### src/rsmq_pkg.sv
package rsmq_pkg;

	// Field and port widths
	localparam int WORD_W    = 32;
	localparam int IDX_W     = 12;
	localparam int CNT_CFG_W = 13;
	localparam int CFG_IDX_W = 2;

	// Default polynomial length limit
	localparam int unsigned MAX_COEFFS_DEF = 4096;

	// Register indexes
	localparam logic [CFG_IDX_W-1:0] REG_MODULUS = 2'd0;
	localparam logic [CFG_IDX_W-1:0] REG_MODE    = 2'd1;
	localparam logic [CFG_IDX_W-1:0] REG_COUNT   = 2'd2;

	// Reset values and fixed limits
	localparam logic [WORD_W-1:0]    MODULUS_RESET = 32'd2;
	localparam logic [CNT_CFG_W-1:0] COUNT_RESET   = 13'd4096;
	localparam logic [WORD_W-1:0]    FULL_WORD     = 32'hFFFF_FFFF;
	localparam logic [WORD_W-1:0]    TERNARY_LIMIT = 32'hFFFF_FFFE;
	localparam logic [WORD_W-1:0]    TERNARY_DIV   = 32'd3;

	// Reciprocal pass: one quotient bit of (2^64 - 1) / d per cycle
	localparam int RECIP_STEPS = 2 * 2 * WORD_W / 2;
	localparam int STEP_W      = $clog2(RECIP_STEPS);

	// Queue between front and back
	localparam int QUEUE_DEPTH = 4;
	localparam int QPTR_W      = $clog2(QUEUE_DEPTH);
	localparam int QCNT_W      = $clog2(QUEUE_DEPTH + 1);

	// Settings seen by front and back
	typedef struct packed {
		logic [WORD_W-1:0]   q_eff;
		logic [WORD_W-1:0]   divisor;
		logic [2*WORD_W-1:0] recip;
		logic [WORD_W-1:0]   threshold;
		logic                ternary;
		logic                busy;
	} cfg_t;

	// Accepted word with its position tags
	typedef struct packed {
		logic [WORD_W-1:0] word;
		logic [IDX_W-1:0]  idx;
		logic              last;
	} item_t;

endpackage

### src/rsmq_front.sv
module rsmq_front
	import rsmq_pkg::*;
#(
	parameter int unsigned MAX_COEFFS = MAX_COEFFS_DEF
) (
	input  logic                 clk,
	input  logic                 arst_n,
	input  logic                 push,
	output logic                 full,
	input  logic [WORD_W-1:0]    rand_word,
	input  cfg_t                 cfg,
	input  logic [CNT_CFG_W-1:0] poly_size,
	output logic                 item_valid,
	output item_t                item,
	input  logic                 item_take
);

	localparam int CNT_W = $clog2(MAX_COEFFS);
	localparam int NW    = ($clog2(MAX_COEFFS + 1) > CNT_CFG_W) ?
	                       $clog2(MAX_COEFFS + 1) : CNT_CFG_W;

	logic [CNT_W-1:0]       cnt_q;
	logic [NW-1:0]          cc_ext;
	logic [NW-1:0]          n_eff;
	logic [NW:0]            cnt_inc;
	logic                   last;
	logic [CNT_W+IDX_W-1:0] idx_ext;
	logic                   accept;
	logic                   keep;
	item_t                  mem_q [QUEUE_DEPTH];
	logic [QPTR_W-1:0]      wr_ptr_q;
	logic [QPTR_W-1:0]      rd_ptr_q;
	logic [QCNT_W-1:0]      fill_q;
	logic                   q_full;
	logic                   q_empty;
	logic                   rd;

	// Effective polynomial length, clamped to 1..MAX_COEFFS
	always_comb begin
		cc_ext = NW'(poly_size);
		if (poly_size == '0) begin
			n_eff = NW'(1);
		end else if (cc_ext > NW'(MAX_COEFFS)) begin
			n_eff = NW'(MAX_COEFFS);
		end else begin
			n_eff = cc_ext;
		end
	end

	// Classify: reject at or above threshold, tag position
	assign cnt_inc = {1'b0, NW'(cnt_q)} + (NW+1)'(1);
	assign last    = cnt_inc >= {1'b0, n_eff};
	assign idx_ext = {{IDX_W{1'b0}}, cnt_q};

	assign q_full  = fill_q == QCNT_W'(QUEUE_DEPTH);
	assign q_empty = fill_q == '0;
	assign full    = cfg.busy | q_full;
	assign accept  = push & ~full;
	assign keep    = accept & (rand_word < cfg.threshold);
	assign rd      = item_take & ~q_empty;

	// Coefficient counter
	always_ff @(posedge clk or negedge arst_n) begin
		if (!arst_n) begin
			cnt_q <= '0;
		end else if (keep) begin
			cnt_q <= last ? '0 : cnt_inc[CNT_W-1:0];
		end
	end

	// Queue towards the back end
	always_ff @(posedge clk or negedge arst_n) begin
		if (!arst_n) begin
			wr_ptr_q <= '0;
			rd_ptr_q <= '0;
			fill_q   <= '0;
		end else begin
			if (keep) wr_ptr_q <= wr_ptr_q + 1'b1;
			if (rd)   rd_ptr_q <= rd_ptr_q + 1'b1;
			case ({keep, rd})
				2'b10:   fill_q <= fill_q + 1'b1;
				2'b01:   fill_q <= fill_q - 1'b1;
				default: ;
			endcase
		end
	end

	always_ff @(posedge clk) begin
		if (keep) begin
			mem_q[wr_ptr_q].word <= rand_word;
			mem_q[wr_ptr_q].idx  <= idx_ext[IDX_W-1:0];
			mem_q[wr_ptr_q].last <= last;
		end
	end

	assign item_valid = ~q_empty;
	assign item       = mem_q[rd_ptr_q];

endmodule

### config.mk
export PLATFORM = sky130hd
export DESIGN_NAME = rsmq_front
export DESIGN_NICKNAME = d
export VERILOG_FILES = /design/src/rsmq_pkg.sv /design/src/rsmq_front.sv
export SDC_FILE = /design/constraint.sdc
export NUM_CORES = 1
export LEC_CHECK = 0
export BUFFER_PORTS_ARGS = -buffer_cell sky130_fd_sc_hd__buf_2
export CORE_UTILIZATION = 47
export CTS_CLUSTER_DIAMETER = 50
export DETAILED_ROUTE_END_ITERATION = 10
export PLACE_DENSITY_LB_ADDON = 0.1
export SYNTH_ARGS = -nofsm -noshare
export SYNTH_HDL_FRONTEND = slang
export SYNTH_SLANG_ARGS = --single-unit
### constraint.sdc
create_clock -name clk -period 4.05 [get_ports clk]
set_input_delay 0.81 -clock clk [delete_from_list [all_inputs] [get_ports clk]]
set_output_delay 0.81 -clock clk [all_outputs]
set_load 0.01 [all_outputs]
==> metrics.md <==
| Metric | Value |
|---|---|
| Largest net degree at the start of global routing | `40` |
| H-tree depth | `4` |
| Crit path max-delay family | `simple AND/OR/NAND/NOR gates` |
| Seq/Total Area, Yosys | `67.63%` |
| Standard-cell rows | `49` |
| CTS max path bufs | `2` |
| Total routed wirelength | `16.90 mm` |
| Avg WL per Cell | `18.65 µm` |
| Initial DRC Count | `229` |
| Layout area overhead | `18.40%` |
| Width of the die | `138.0 µm` |
| Mean Syn Cell Area | `16.89 µm²` |
| Status | `finished, final reports clean` |
| Area contributors post-synth | `edfxtp_1, mux4_2, ha_1` |
| Syn nets | `777` |
| Synth Instances | `515` |
| Resize count post-CTS | `0` |
| Crit end category | `flop` |
| Vias in the first global route | `5224` |
| Clock Latency Late Sink | `430 ps` |
| Routed via count | `4889` |
| Setup Buffers After CTS | `0` |
| Area of placed instances | `9729 µm²` |
| Total GRT Usage | `19.12%` |
| Post-Synth Adder-Cell Area | `7.424%` |
| Starting Density | `48.24%` |
| Clock root buffer | `clkbuf_16` |
| Req. time, crit path | `4360 ps` |
| Total gr overflow | `0` |
| Mux cell area share after synthesis | `11.91%` |
| Hold_buf cts | `0` |
| Worst path max stage delay | `560 ps` |
| CTS clk-pin slew, worst paths | `70 ps` |
| Setup crit start kind | `flop` |
| FILL cells | `1479` |
| Power per cell area | `576.2 nW/µm²` |
| Share of the synthesized area in the top cell type | `62.16%` |
| TritonCTS Buffers | `17` |
| Final count of negative-setup-slack endpoints | `0` |
| Crit path kind | `reg -> reg` |
| Tot Pwr | `5.933 mW` |
| # DRC | `0` |
| Fin. max-slew vios | `0` |
| Worst Tran Pin Value | `539.0 ps` |
| Fin util | `57.12%` |
| Routed Antenna Nets | `0` |
| Ports | `258` |
| Synth Area in XOR/XNOR | `1.612%` |
| Lkg Pwr | `4.001 nW` |
| RSZ-0062 raised after global routing | `false` |
| Buf/Inv on CP | `1` |
| Final period util | `85.47%` |
| Clock Skew | `8.604 ps` |
| Switching share of total power | `29.36%` |
| Asr flop ratio synth | `9.548%` |
| Compound-cell area share of the yosys netlist | `4.014%` |
| CTS tree | `yes` |
| Yosys reg bits | `199` |
| PortBufs | `128` |
| Synth area leader | `edfxtp_1` |
| Tmin final | `3461 ps` |
| Post-Place Cells | `873` |
| Layout cells sized above 1 | `34.22%` |
| Unique cell type count in the Yosys netlist | `44` |
| Yosys warns | `0` |
| Slowest cell on the critical path | `dfrtp_1` |
| Logic pwr share | `28.5%` |
| Post-route cell area | `10300 µm²` |
| Nets | `925` |
| Main combinational cell family by area after synthesis | `multiplexers` |
| Clock Sinks | `199` |
| Via-per-instance ratio | `5.396` |
| Initial antenna violation count | `2` |
| # Max-Cap Violations | `0` |
| Post-Place Setup Slack | `312.5 ps` |
| RePlAce Congestion | `0.7568` |
| Net Sw Power | `1.742 mW` |
| Final non-filler cell total | `906` |
| Seq pwr share | `44.4%` |
| Crit path DAT | `3780 ps` |
| Core area | `18020 µm²` |
| Cells along the critical path | `nand3_1, nor2_1, nand4_1, nor2b_1, xor2_1, ha_1, nand4_1, nor2_1, o221ai_1, o211ai_2, clkinv_1, a21o_1, a22o_1` |
| Post-Syn Area | `8696 µm²` |
| Area share of and/or/nand/nor cells after synthesis | `4.619%` |
| Design internal power | `4.191 mW` |
| First-pass GRT wire length | `27.74 mm` |
| Worst min path class | `in -> async` |
| Synth Flop Type | `edfxtp_1` |
| Final HPWL from detailed placement | `11.88 mm` |
| Achievable Freq | `288.9 MHz` |
| Final WS setup | `588.5 ps` |
| DIE AREA | `19050 µm²` |
| Chip height | `138.0 µm` |
| Drt first pass iters | `4` |
| Relative slew slack | `64.07%` |
| Worst-path fanout max | `10` |
| Worst VDD drop | `0.3424 mV` |
| Final hold violation count | `0` |
| Number of synthesized flops with an enable pin | `180` |
| Clock Power Share | `27.1%` |
## per-stage QoR
stage,setup TNS (ps),hold slack [ps]
3_5_place_dp,0,477.9
3_3_place_gp,0,477.1
2_1_floorplan,-105990,455.9
4_1_cts,0,323.7
6_report,0,323.1
5_1_grt,0,332.2
## worst reg2reg max path, stage by stage (launching register included)
cell and delay [ps]:
dfrtp_1 560, nand3_1 150, nor2_1 190, nand4_1 270, nor2b_1 230, xor2_1 110
ha_1 330, nand4_1 160, nor2_1 190, o221ai_1 150, o211ai_2 180, clkinv_1 380
a21o_1 280, a22o_1 170
## cell usage after synthesis (8+ instances only)
cell / count
ha_1: 50
a21oi_1: 16
nand4_1: 8
nand2_1: 45
nor2_1: 18
mux4_2: 45
dfrtp_1: 19
xnor2_1: 10
edfxtp_1: 180
o21ai_0: 17
inv_1: 43
## sequential cells by signal, summed over array words and instances, names as in the netlist
name / flops
wr_ptr_q: 2
cnt_q: 12
fill_q: 3
rd_ptr_q: 2
mem_q: 180
## final timing paths
kind,slack (ps),from,depth (start not counted),endpoint
setup / recovery,590,cnt_q[2],13,cnt_q[7]
min in group clk,490,fill_q[2],1,fill_q[2]
max in group asynchronous,3370,arst_n,1,rd_ptr_q[0]
setup reg to reg,590,cnt_q[2],13,cnt_q[7]
hold / removal,320,arst_n,1,cnt_q[11]
hold reg to reg,490,fill_q[2],1,fill_q[2]
## cells in the final DEF (no fill, tap or decap), types with 3 or more instances in the layout
cell type / n
clkbuf_16: 17
clkinv_1: 3
nor2_1: 14
nor4_1: 3
o21ai_0: 17
clkinv_4: 3
nand3_1: 6
dfrtp_1: 17
xor2_1: 6
ha_1: 50
buf_2: 128
mux4_2: 45
nand4_1: 8
inv_1: 43
edfxtp_1: 180
a21oi_1: 16
xnor2_1: 10
a21o_1: 3
nand2_1: 45
buf_4: 14
nor2_4: 4
## cell families after synthesis
family / after synthesis
xor gates and xnor gates: 16
DFF: 199
and+or+nand+nor: 89
adders and majority gates: 51
buffers and inverters: 60
AOI/OAI and AO/OA: 53
muxes: 47
## final cells by class
class,instances,area (µm²),share of cell area (%)
clock inverter,12,128.9,1.252
multi-input combinational,256,2603,25.28
sequential,199,5886,57.16
antenna,2,5.005,0.04861
inverter,45,168.9,1.641
clock buffer,19,432.9,4.205
tap,229,286.5,2.783
timing repair buffer,144,785.8,7.632
## power by group through the flow
stage / sequential [mW] / clock (mW) / combinational (mW)
global placement: 2.67 / 0 / 1.69
floorplan: 2.58 / 0 / 1.16
finish: 2.64 / 1.61 / 1.69
detailed placement: 2.69 / 0 / 1.73
global route: 2.67 / 1.72 / 1.86
CTS: 2.64 / 1.65 / 1.73
## per-layer routing
layer	wire (µm)	up-vias	GRT usage, %
met5	0	-	0
met1	7821	2468	26.52
li1	-	2285	-
met3	830	14	4.745
met2	8073	122	30.11
met4	176	0	5.552
No activity file was read; power rests on OpenSTA's default activity.
