==> config.mk <==
export PLATFORM = sky130hd
export DESIGN_NAME = rsmq_cfg
export DESIGN_NICKNAME = d
export VERILOG_FILES = /design/src/rsmq_pkg.sv /design/src/rsmq_cfg.sv
export SDC_FILE = /design/constraint.sdc
export NUM_CORES = 1
export LEC_CHECK = 0
export BUFFER_PORTS_ARGS = -buffer_cell sky130_fd_sc_hd__buf_2
export CAP_MARGIN = 5
export CORE_MARGIN = 2
export CORE_UTILIZATION = 51
export DETAILED_ROUTE_END_ITERATION = 8
export MAX_ROUTING_LAYER = met4
export PLACE_DENSITY = 0.88
export SYNTH_ARGS = -nofsm -noshare
export SYNTH_HDL_FRONTEND = slang
export SYNTH_SLANG_ARGS = --single-unit
export TNS_END_PERCENT = 10
==> constraint.sdc <==
create_clock -name clk -period 6.1 [get_ports clk]
set_input_delay 1.22 -clock clk [delete_from_list [all_inputs] [get_ports clk]]
set_output_delay 1.22 -clock clk [all_outputs]
set_load 0.05 [all_outputs]
==> src/rsmq_pkg.sv <==
package rsmq_pkg;

	// Field and port widths
	localparam int WORD_W    = 32;
	localparam int IDX_W     = 12;
	localparam int CNT_CFG_W = 13;
	localparam int CFG_IDX_W = 2;

	// Default polynomial length limit
	localparam int unsigned MAX_COEFFS_DEF = 4096;

	// Register indexes
	localparam logic [CFG_IDX_W-1:0] REG_MODULUS = 2'd0;
	localparam logic [CFG_IDX_W-1:0] REG_MODE    = 2'd1;
	localparam logic [CFG_IDX_W-1:0] REG_COUNT   = 2'd2;

	// Reset values and fixed limits
	localparam logic [WORD_W-1:0]    MODULUS_RESET = 32'd2;
	localparam logic [CNT_CFG_W-1:0] COUNT_RESET   = 13'd4096;
	localparam logic [WORD_W-1:0]    FULL_WORD     = 32'hFFFF_FFFF;
	localparam logic [WORD_W-1:0]    TERNARY_LIMIT = 32'hFFFF_FFFE;
	localparam logic [WORD_W-1:0]    TERNARY_DIV   = 32'd3;

	// Reciprocal pass: one quotient bit of (2^64 - 1) / d per cycle
	localparam int RECIP_STEPS = 2 * 2 * WORD_W / 2;
	localparam int STEP_W      = $clog2(RECIP_STEPS);

	// Queue between front and back
	localparam int QUEUE_DEPTH = 4;
	localparam int QPTR_W      = $clog2(QUEUE_DEPTH);
	localparam int QCNT_W      = $clog2(QUEUE_DEPTH + 1);

	// Settings seen by front and back
	typedef struct packed {
		logic [WORD_W-1:0]   q_eff;
		logic [WORD_W-1:0]   divisor;
		logic [2*WORD_W-1:0] recip;
		logic [WORD_W-1:0]   threshold;
		logic                ternary;
		logic                busy;
	} cfg_t;

	// Accepted word with its position tags
	typedef struct packed {
		logic [WORD_W-1:0] word;
		logic [IDX_W-1:0]  idx;
		logic              last;
	} item_t;

endpackage

==> src/rsmq_cfg.sv <==
module rsmq_cfg
	import rsmq_pkg::*;
(
	input  logic                 clk,
	input  logic                 arst_n,
	input  logic                 cfg_valid,
	output logic                 cfg_ready,
	input  logic [CFG_IDX_W-1:0] cfg_index,
	input  logic [WORD_W-1:0]    cfg_data,
	output cfg_t                 cfg,
	output logic [CNT_CFG_W-1:0] poly_size
);

	logic [WORD_W-1:0]    modulus_q;
	logic                 mode_q;
	logic [CNT_CFG_W-1:0] count_q;
	logic                 busy_q;
	logic [STEP_W-1:0]    step_q;
	logic [WORD_W-1:0]    rem_q;
	logic [2*WORD_W-1:0]  quo_q;
	logic [2*WORD_W-1:0]  recip_q;
	logic [WORD_W-1:0]    thr_q;
	logic                 wr;
	logic [WORD_W-1:0]    q_eff;
	logic [WORD_W-1:0]    div;
	logic [WORD_W:0]      rem_sh;
	logic                 ge;
	logic [WORD_W:0]      rem_sub;
	logic [WORD_W-1:0]    rem_n;

	assign wr        = cfg_valid & cfg_ready;
	assign cfg_ready = ~busy_q;

	// Modulus below two behaves as two
	assign q_eff = (modulus_q < MODULUS_RESET) ? MODULUS_RESET : modulus_q;
	assign div   = mode_q ? TERNARY_DIV : q_eff;

	// Register writes
	always_ff @(posedge clk or negedge arst_n) begin
		if (!arst_n) begin
			modulus_q <= MODULUS_RESET;
			mode_q    <= 1'b0;
			count_q   <= COUNT_RESET;
		end else if (wr) begin
			case (cfg_index)
				REG_MODULUS: modulus_q <= cfg_data;
				REG_MODE:    mode_q    <= cfg_data[0];
				REG_COUNT:   count_q   <= cfg_data[CNT_CFG_W-1:0];
				default:     ;
			endcase
		end
	end

	// Restoring division step, dividend bits are all ones
	always_comb begin
		rem_sh  = {rem_q, 1'b1};
		ge      = rem_sh >= {1'b0, div};
		rem_sub = rem_sh - {1'b0, div};
		rem_n   = ge ? rem_sub[WORD_W-1:0] : rem_sh[WORD_W-1:0];
	end

	// Reciprocal pass after reset and after every write
	always_ff @(posedge clk or negedge arst_n) begin
		if (!arst_n) begin
			busy_q <= 1'b1;
			step_q <= '0;
			rem_q  <= '0;
		end else if (wr) begin
			busy_q <= 1'b1;
			step_q <= '0;
			rem_q  <= '0;
		end else if (busy_q) begin
			rem_q  <= rem_n;
			step_q <= step_q + 1'b1;
			if (step_q == STEP_W'(RECIP_STEPS - 1)) begin
				busy_q <= 1'b0;
			end
		end
	end

	// Quotient, reciprocal and threshold
	always_ff @(posedge clk) begin
		if (busy_q) begin
			quo_q <= {quo_q[2*WORD_W-2:0], ge};
			if (step_q == STEP_W'(RECIP_STEPS - 1)) begin
				recip_q <= {quo_q[2*WORD_W-2:0], ge};
			end
			// half way the remainder is 0xFFFFFFFF mod d
			if (step_q == STEP_W'(RECIP_STEPS / 2 - 1)) begin
				thr_q <= mode_q ? TERNARY_LIMIT : (FULL_WORD - rem_n - WORD_W'(1));
			end
		end
	end

	assign cfg.q_eff     = q_eff;
	assign cfg.divisor   = div;
	assign cfg.recip     = recip_q;
	assign cfg.threshold = thr_q;
	assign cfg.ternary   = mode_q;
	assign cfg.busy      = busy_q;
	assign poly_size     = count_q;

endmodule

==> impl_results.md, run 1 <==
- Run status: finished, final reports clean
- Distinct cells, synth: 93
- Top post-synthesis cells by area: edfxtp_1, dfrtp_1, mux2_2, ha_1, nand2_1
- Largest net degree at the start of global routing: 86
- DRT Wirelength: 30900 µm
- Vias: 8990
- Peak supply drop: 0.470 mV
- Mapped Area: 12100 µm²
- Seq/Total Area, Yosys: 57.1%
- CP max FO: 60
- Synth top cells by count: edfxtp_1, nand2_1, dfrtp_1
- Normalized max-slew margin: 26.0%
- Setup-failing EPs final: 0
- Final nets: 1275
- Deepest clock path buffer count: 3
- CP Capture Type: flop
- CTS Buf Count: 25
- CP arrival: 5.93 ns
- All-layer global routing usage: 24.9%
- Cell Rows: 56
- TritonCTS clock tree: done
- Post-synth top area cell: edfxtp_1
- Die Y: 158 µm
- Total Power: 9.39 mW
- Area delta synth->final: 17.3%
- Num ports: 213
- Post-DP HPWL: 22300 µm
- Slew at the pin closest to its max-slew limit: 1.11 ns
- DRC errors left: 0
- # hold bufs at CTS: 0
- Yosys top cell area share: 39.5%
- Pwr/cell area: 662 nW/µm²
- Number of synthesized register bits: 244
- Skew-Pair Late Insertion Delay: 0.54 ns
- Dominant synthesized flop cell: edfxtp_1
- Post-synth ARST share: 34.8%
- Hold Vio Cnt, Final: 0
- Worst Path Required: 6.39 ns
- Hold_ws: 0.436 ns
- CP startpoint kind: flop
- Initial antenna violation count: 0
- Worst-path clk slew: 0.06 ns
- Routability Congestion: 0.957
- Vias in the first global route: 8591
- Setup Fix Bufs, Post-CTS: 0
- # port buffers: 212
- Syn_nets: 1099
- Final clock skew: 0.00963 ns
- Max Cap Violations: 0
- Vias per inst: 5.83
- Crit Path Class: reg -> reg
- Layout cell share with drive strength beyond 1: 29.1%
- Setup_tns: 0 ns
- Final Non-Filler Cells: 1542
- Slew Limit Fails: 0
- Global-route wire length before repair: 46700 µm
- Initial Util: 51.7%
- Most frequent cell after synthesis: edfxtp_1
- Core area: 23400 µm²
- Initial DRC Count: 762
- Yosys Warn Count: 0
- Peak Freq: 177 MHz
- Htree depth: 1
- CTS-repair resized insts: 0
- Avg Cell Area, Syn: 11.8 µm²
- Hold Crit Class: reg -> reg
- Root buffer cell: clkbuf_16
- Antenna-violating nets left: 0
- Period utilization: 92.5%
- TritonCTS Sinks: 244
- Inst Count DP: 1496
- Drt wl/cell: 20.0 µm
- Post-Syn Instances: 1028
- Unrepaired setup endpoints after global routing: false
- Die Area: 24900 µm²
- Ant diodes: 0
- Minimum clock period after layout: 5.64 ns
- GRT Residual Overflow: 0
- Chip Width: 158 µm
- Pre-Repair DR Iteration Count: 5
- Leak: 6.14 nW
- Number of synthesized flops with an enable pin: 159
logic make-up (layout without fill, tap and decap cells):
logic type / count (synthesis) / in the layout / share of synthesized area, %
muxes: 67 / 67 / 6.14
and+or+nand+nor: 317 / 317 / 14.0
adders and majority gates: 34 / 34 / 3.58
DFF: 244 / 244 / 57.1
AOI/OAI and AO/OA: 219 / 219 / 12.7
buffers and inverters: 113 / 308 / 3.90
xor gates and xnor gates: 34 / 34 / 2.46
path summary, 6_finish.rpt:
path                            slack [ns]       endpoint  depth (start not counted)  startpoint
worst min-delay path                  0.44    recip_q[63]                          0   quo_q[62]
worst max-delay path                  0.46      thr_q[24]                         21      mode_q
min in group asynchronous             0.89  modulus_q[25]                          1      arst_n
worst min register to register        0.44    recip_q[63]                          0   quo_q[62]
worst max register to register        0.46      thr_q[24]                         21      mode_q
max in group asynchronous             4.51      step_q[0]                          1      arst_n
flip-flops by register name, summed over array words and instances (netlist names):
name	count
recip_q	64
quo_q	63
modulus_q	32
rem_q	32
thr_q	32
poly_size	13
step_q	6
busy_q	1
mode_q	1
through the flow:
step | setup WS, ns | area, µm² | utilization [%]
after CTS | 0.560 | 14200 | 60.6
after detailed placement | 0.586 | 13300 | 57.0
after global routing | 0.178 | 14200 | 60.6
after floorplan | 0.405 | 12100 | -
final | 0.461 | 14200 | 60.6
after global placement | 0.696 | 13300 | 57.0
layout by cell type, fill, tap and decap left out, types with 5 or more instances in the layout:
| cell | Yosys | routed |
|---|---|---|
| mux2i_1 | 15 | 15 |
| o21ai_1 | 6 | 6 |
| nand3_1 | 30 | 30 |
| nand4_1 | 14 | 14 |
| xor2_1 | 16 | 16 |
| nand3b_1 | 22 | 22 |
| a31oi_1 | 7 | 7 |
| nor2b_1 | 6 | 6 |
| ha_1 | 33 | 33 |
| clkbuf_16 | 0 | 25 |
| o21ai_0 | 53 | 53 |
| nor4_1 | 12 | 12 |
| nor2_1 | 31 | 31 |
| nor3_1 | 16 | 13 |
| o31ai_1 | 10 | 10 |
| clkbuf_1 | 51 | 7 |
| o21a_1 | 11 | 11 |
| o31a_1 | 5 | 5 |
| edfxtp_1 | 159 | 159 |
| buf_2 | 12 | 211 |
| a21o_1 | 17 | 17 |
| mux2_2 | 50 | 50 |
| a211o_1 | 6 | 6 |
| and3_1 | 19 | 19 |
| nand2_1 | 109 | 109 |
| a21oi_1 | 44 | 44 |
| xnor2_1 | 18 | 18 |
| dfrtp_1 | 82 | 82 |
| o211ai_1 | 8 | 8 |
| buf_4 | 4 | 10 |
| inv_1 | 37 | 37 |
| and2_1 | 7 | 7 |
| nand2b_1 | 17 | 17 |
final cells by class:
cell class | instances | area, µm²
fill | 1874 | 9220
inverter | 40 | 153
clock inverter | 10 | 124
multi-input combinational | 671 | 4740
sequential | 244 | 6910
timing repair buffer | 222 | 1150
tap | 319 | 399
clock buffer | 36 | 707
power breakdown:
group,internal [mW],switching [mW]
clock,0.897,0.628
sequential,2.47,0.438
combinational,1.70,3.26
total,5.07,4.33
critical path, cell delays in order, from the launching register on:
cell	delay (ns)
dfrtp_1	0.72
clkinv_1	0.26
buf_12	0.26
nand2_1	0.13
inv_1	0.08
fa_1	0.45
nand2b_1	0.20
a21oi_1	0.23
o21ai_1	0.12
a211o_1	0.35
nor2_4	0.33
nor2_8	0.05
inv_4	0.14
nor2_1	0.06
a21oi_1	0.19
ha_1	0.25
and4_1	0.24
nand3_1	0.15
a22oi_4	0.37
and4b_1	0.41
a31oi_1	0.12
a211o_1	0.28
per-layer routing:
layer	GRT usage [%]	routed length (µm)
met2	38.7	14000
met5	-	0
met3	3.81	2430
met4	7.34	836
met1	34.4	13600
Power figures use the tool's default switching activity.
==> run 2: changes to the inputs <==
--- a/config.mk
+++ b/config.mk
@@ -7,7 +7,7 @@
 export LEC_CHECK = 0
 export BUFFER_PORTS_ARGS = -buffer_cell sky130_fd_sc_hd__buf_2
 export CAP_MARGIN = 5
-export CORE_MARGIN = 2
+export CORE_MARGIN = 3
 export CORE_UTILIZATION = 51
 export DETAILED_ROUTE_END_ITERATION = 8
 export MAX_ROUTING_LAYER = met4
==> constraint.sdc (replaced) <==
create_clock -name clk -period 6.1 [get_ports clk]
set_input_delay 0.305 -clock clk [delete_from_list [all_inputs] [get_ports clk]]
set_output_delay 0.305 -clock clk [all_outputs]
set_load 0.05 [all_outputs]
==> run 2 against run 1 <==
  * Sequential share of layout area fell by 0.052 points
  * Clock-buffer cell count down 4
  * Register-to-register slack worse by 0.02 ns
  * First-iteration DRC count is 12% higher
  * Via count increased by 1.7%
  * Combinational power is essentially flat
  * Highest routed layer unchanged
==> impl_results.md, run 2 (synthesized netlist as in run 1, its figures left out) <==
- Run status: finished, final reports clean
- DRT Wirelength: 31300 µm (+1.3%)
- Reg-to-reg setup timing slack: 0.45 ns (-0.02 ns)
- Initial Util: 52.6% (+0.94 points)
- Area of the multi-input gates: 4740 µm² (unchanged)
- P_int: 5.02 mW (-0.84%)
- Slowest CP cell: dfstp_2
- Combinational share of power: 53.2% (+0.4 points)
- Die Area: 25600 µm² (+2.5%)
- Peak supply drop: 0.462 mV (-1.6%)
- Largest net degree at the start of global routing: 94 (+9.3%)
- Ant diodes: 0 (unchanged)
- Final Non-Filler Cells: 1543 (+0.065%)
- Area delta synth->final: 17.4%
- Antenna-violating nets left: 0 (unchanged)
- Num ports: 213 (unchanged)
- Fill cells: 1827 (-2.5%)
- Worst-path clk slew: 0.06 ns (about the same)
- Pwr/cell area: 659 nW/µm² (-0.46%)
- Global-route wire length before repair: 48200 µm (+3.2%)
- CP startpoint kind: flop
- All-layer global routing usage: 24.2% (-0.73 points)
- Minimum clock period after layout: 5.65 ns (+0.0153 ns)
- Sw frac: 46.3% (+0.26 points)
- Leak: 6.15 nW (+0.16%)
- Pre-Repair DR Iteration Count: 6 (+1)
- Slew at the pin closest to its max-slew limit: 1.03 ns (-0.0768 ns)
- Reg2reg end: thr_q[24]
- Post-DP HPWL: 23000 µm (+2.9%)
- Regs by FF count: recip_q (64), quo_q (63)
- Setup_tns: 0 ns (unchanged)
- Skew-Pair Late Insertion Delay: 0.53 ns (about the same)
- Hold Vio Cnt, Final: 0 (unchanged)
- Core area: 23000 µm² (-1.8%)
- Setup-failing EPs final: 0 (unchanged)
- Vias in the first global route: 8744 (+1.8%)
- Layout cell share with drive strength beyond 1: 28.9% (-0.25 points)
- TritonCTS Sinks: 244 (unchanged)
- Routability Congestion: 0.948 (-0.88%)
- Unrepaired setup endpoints after global routing: false
- Hold endpoint: modulus_q[22]
- Initial DRC Count: 851 (+12%)
- Initial antenna violation count: 0 (unchanged)
- Deepest clock path buffer count: 3 (unchanged)
- Inst Count DP: 1491 (-0.33%)
- Die Y: 160 µm (+1.3%)
- Hold Crit Class: in -> reg
- Htree depth: 1 (unchanged)
- RR Startpoint: modulus_q[1]
- Period utilization: 92.7% (+0.25 points)
- Root buffer cell: clkbuf_16
- GRT Residual Overflow: 0 (unchanged)
- Normalized max-slew margin: 31.1% (+5.1 points)
- Peak Freq: 177 MHz (-0.27%)
- CP cell instances: nor4_1 > nand4_1 > nor2_1 > or3_1 > ha_1 > fa_1 > nand2b_1 > a21oi_1 > o21ai_1 > a211o_1 > nor2_4 > nor2_8 > inv_4 > nor2_1 > a21oi_1 > ha_1 > and4_1 > nand3_1 > a22oi_4 > and4b_1 > a31oi_1 > a211o_1
- Hold path start: cfg_data[22]
- CP max FO: 27 (-55%)
- CTS Buf Count: 25 (unchanged)
- DRC errors left: 0 (unchanged)
- Sequential cell fraction of total power: 30.9% (about the same)
- Worst Path Required: 6.38 ns (about the same)
- Most common cell after layout, fill and taps aside: buf_2
- Slew Limit Fails: 0 (unchanged)
- Drt wl/cell: 20.3 µm (+1.2%)
- # port buffers: 212 (unchanged)
- Critical Path Max Stage Delay: 0.55 ns (-0.17 ns)
- Clock power frac: 15.8% (-0.4 points)
- CP Capture Type: flop
- Placed instance area: 13300 µm² (unchanged)
- Final clock skew: 0.00859 ns (-0.00104 ns)
- Most frequent cells in the layout: buf_2, edfxtp_1, nand2_1
- Vias per inst: 5.92 (+1.6%)
- Chip Width: 160 µm (+1.3%)
- Reg2Reg Depth: 22 (+4.8%)
- Max FFs per register: 64 (unchanged)
- Vias: 9141 (+1.7%)
- FF/Latch Area: 6910 µm² (unchanged)
- TritonCTS clock tree: done
- Max Cap Violations: 0 (unchanged)
- Cell Rows: 55 (-1.8%)
- Sw Pwr: 4.34 mW (+0.22%)
- Fin area: 14200 µm² (+0.11%)
- Hold path cells: 2 (+2)
- Crit Path Class: reg -> reg
- CP arrival: 5.94 ns (about the same)
- Final nets: 1282 (+0.55%)
- Most flop-heavy register: recip_q
[run 2: worst max path at each step]
stage / startpoint / endpoint / slack, ns / cells past startpoint
3_5_place_dp: modulus_q[1] / thr_q[24] / 0.53 / 22
5_1_grt: modulus_q[1] / thr_q[24] / 0.05 / 22
2_1_floorplan: modulus_q[1] / thr_q[24] / 0.40 / 26
4_1_cts: modulus_q[1] / thr_q[24] / 0.48 / 22
3_3_place_gp: modulus_q[1] / thr_q[24] / 0.71 / 22
6_report: modulus_q[1] / thr_q[24] / 0.45 / 22
[run 2: layer usage]
layer / wire length (µm) / track usage (%) / share of wire (%) / vias up
met1: 12500 / 30.4 / 40 / 4427
li1: - / - / - / 4173
met4: 1140 / 7.53 / 3.7 / 0
met3: 2240 / 3.50 / 7.2 / 84
met2: 15400 / 40.9 / 49 / 457
met5: 0 / - / 0 / -
[run 2: critical path, delay by kind of cell (launching register included)]
family	cells	cell delay [ns]
adders and majority gates	3	0.89
DFF	1	0.55
buffers and inverters	1	0.18
AOI/OAI and AO/OA	7	1.62
and+or+nand+nor	11	2.12
[run 2: through the flow]
step / util, % / power [mW] / worst slack [ns] / hold WS, ns
floorplan: - / 6.54 / 0.405 / 0.00941
global placement: 58.1 / 7.67 / 0.712 / 0.298
detailed placement: 58.1 / 7.77 / 0.530 / 0.303
CTS: 61.7 / 9.31 / 0.481 / 0.000183
global route: 61.8 / 9.90 / 0.0523 / 0.00196
finish: 61.8 / 9.36 / 0.445 / 0.0129
[run 2: repair_timing]
item                                    in CTS  in global routing
endpoints found under the setup margin       0                  1
endpoints found under the hold margin       38                  0
setup buffers                                0                  2
hold buffers                                 4                  0
resized for setup                            0                  0
[run 2: layout make-up]
class | instances | share of cell area, %
Inverter | 40 | 1.08
Tap cell | 313 | 2.76
Sequential cell | 244 | 48.7
Clock buffer | 32 | 4.59
Timing Repair Buffer | 229 | 8.55
Multi-Input combinational cell | 671 | 33.4
Clock inverter | 14 | 0.978
[run 2: power groups by stage]
stage	registers, mW	clock network (mW)	logic (mW)
finish	2.89	1.48	4.98
detailed placement	2.90	0	4.87
CTS	2.88	1.51	4.91
global route	2.95	1.58	5.38
global placement	2.87	0	4.80
floorplan	2.90	0	3.63
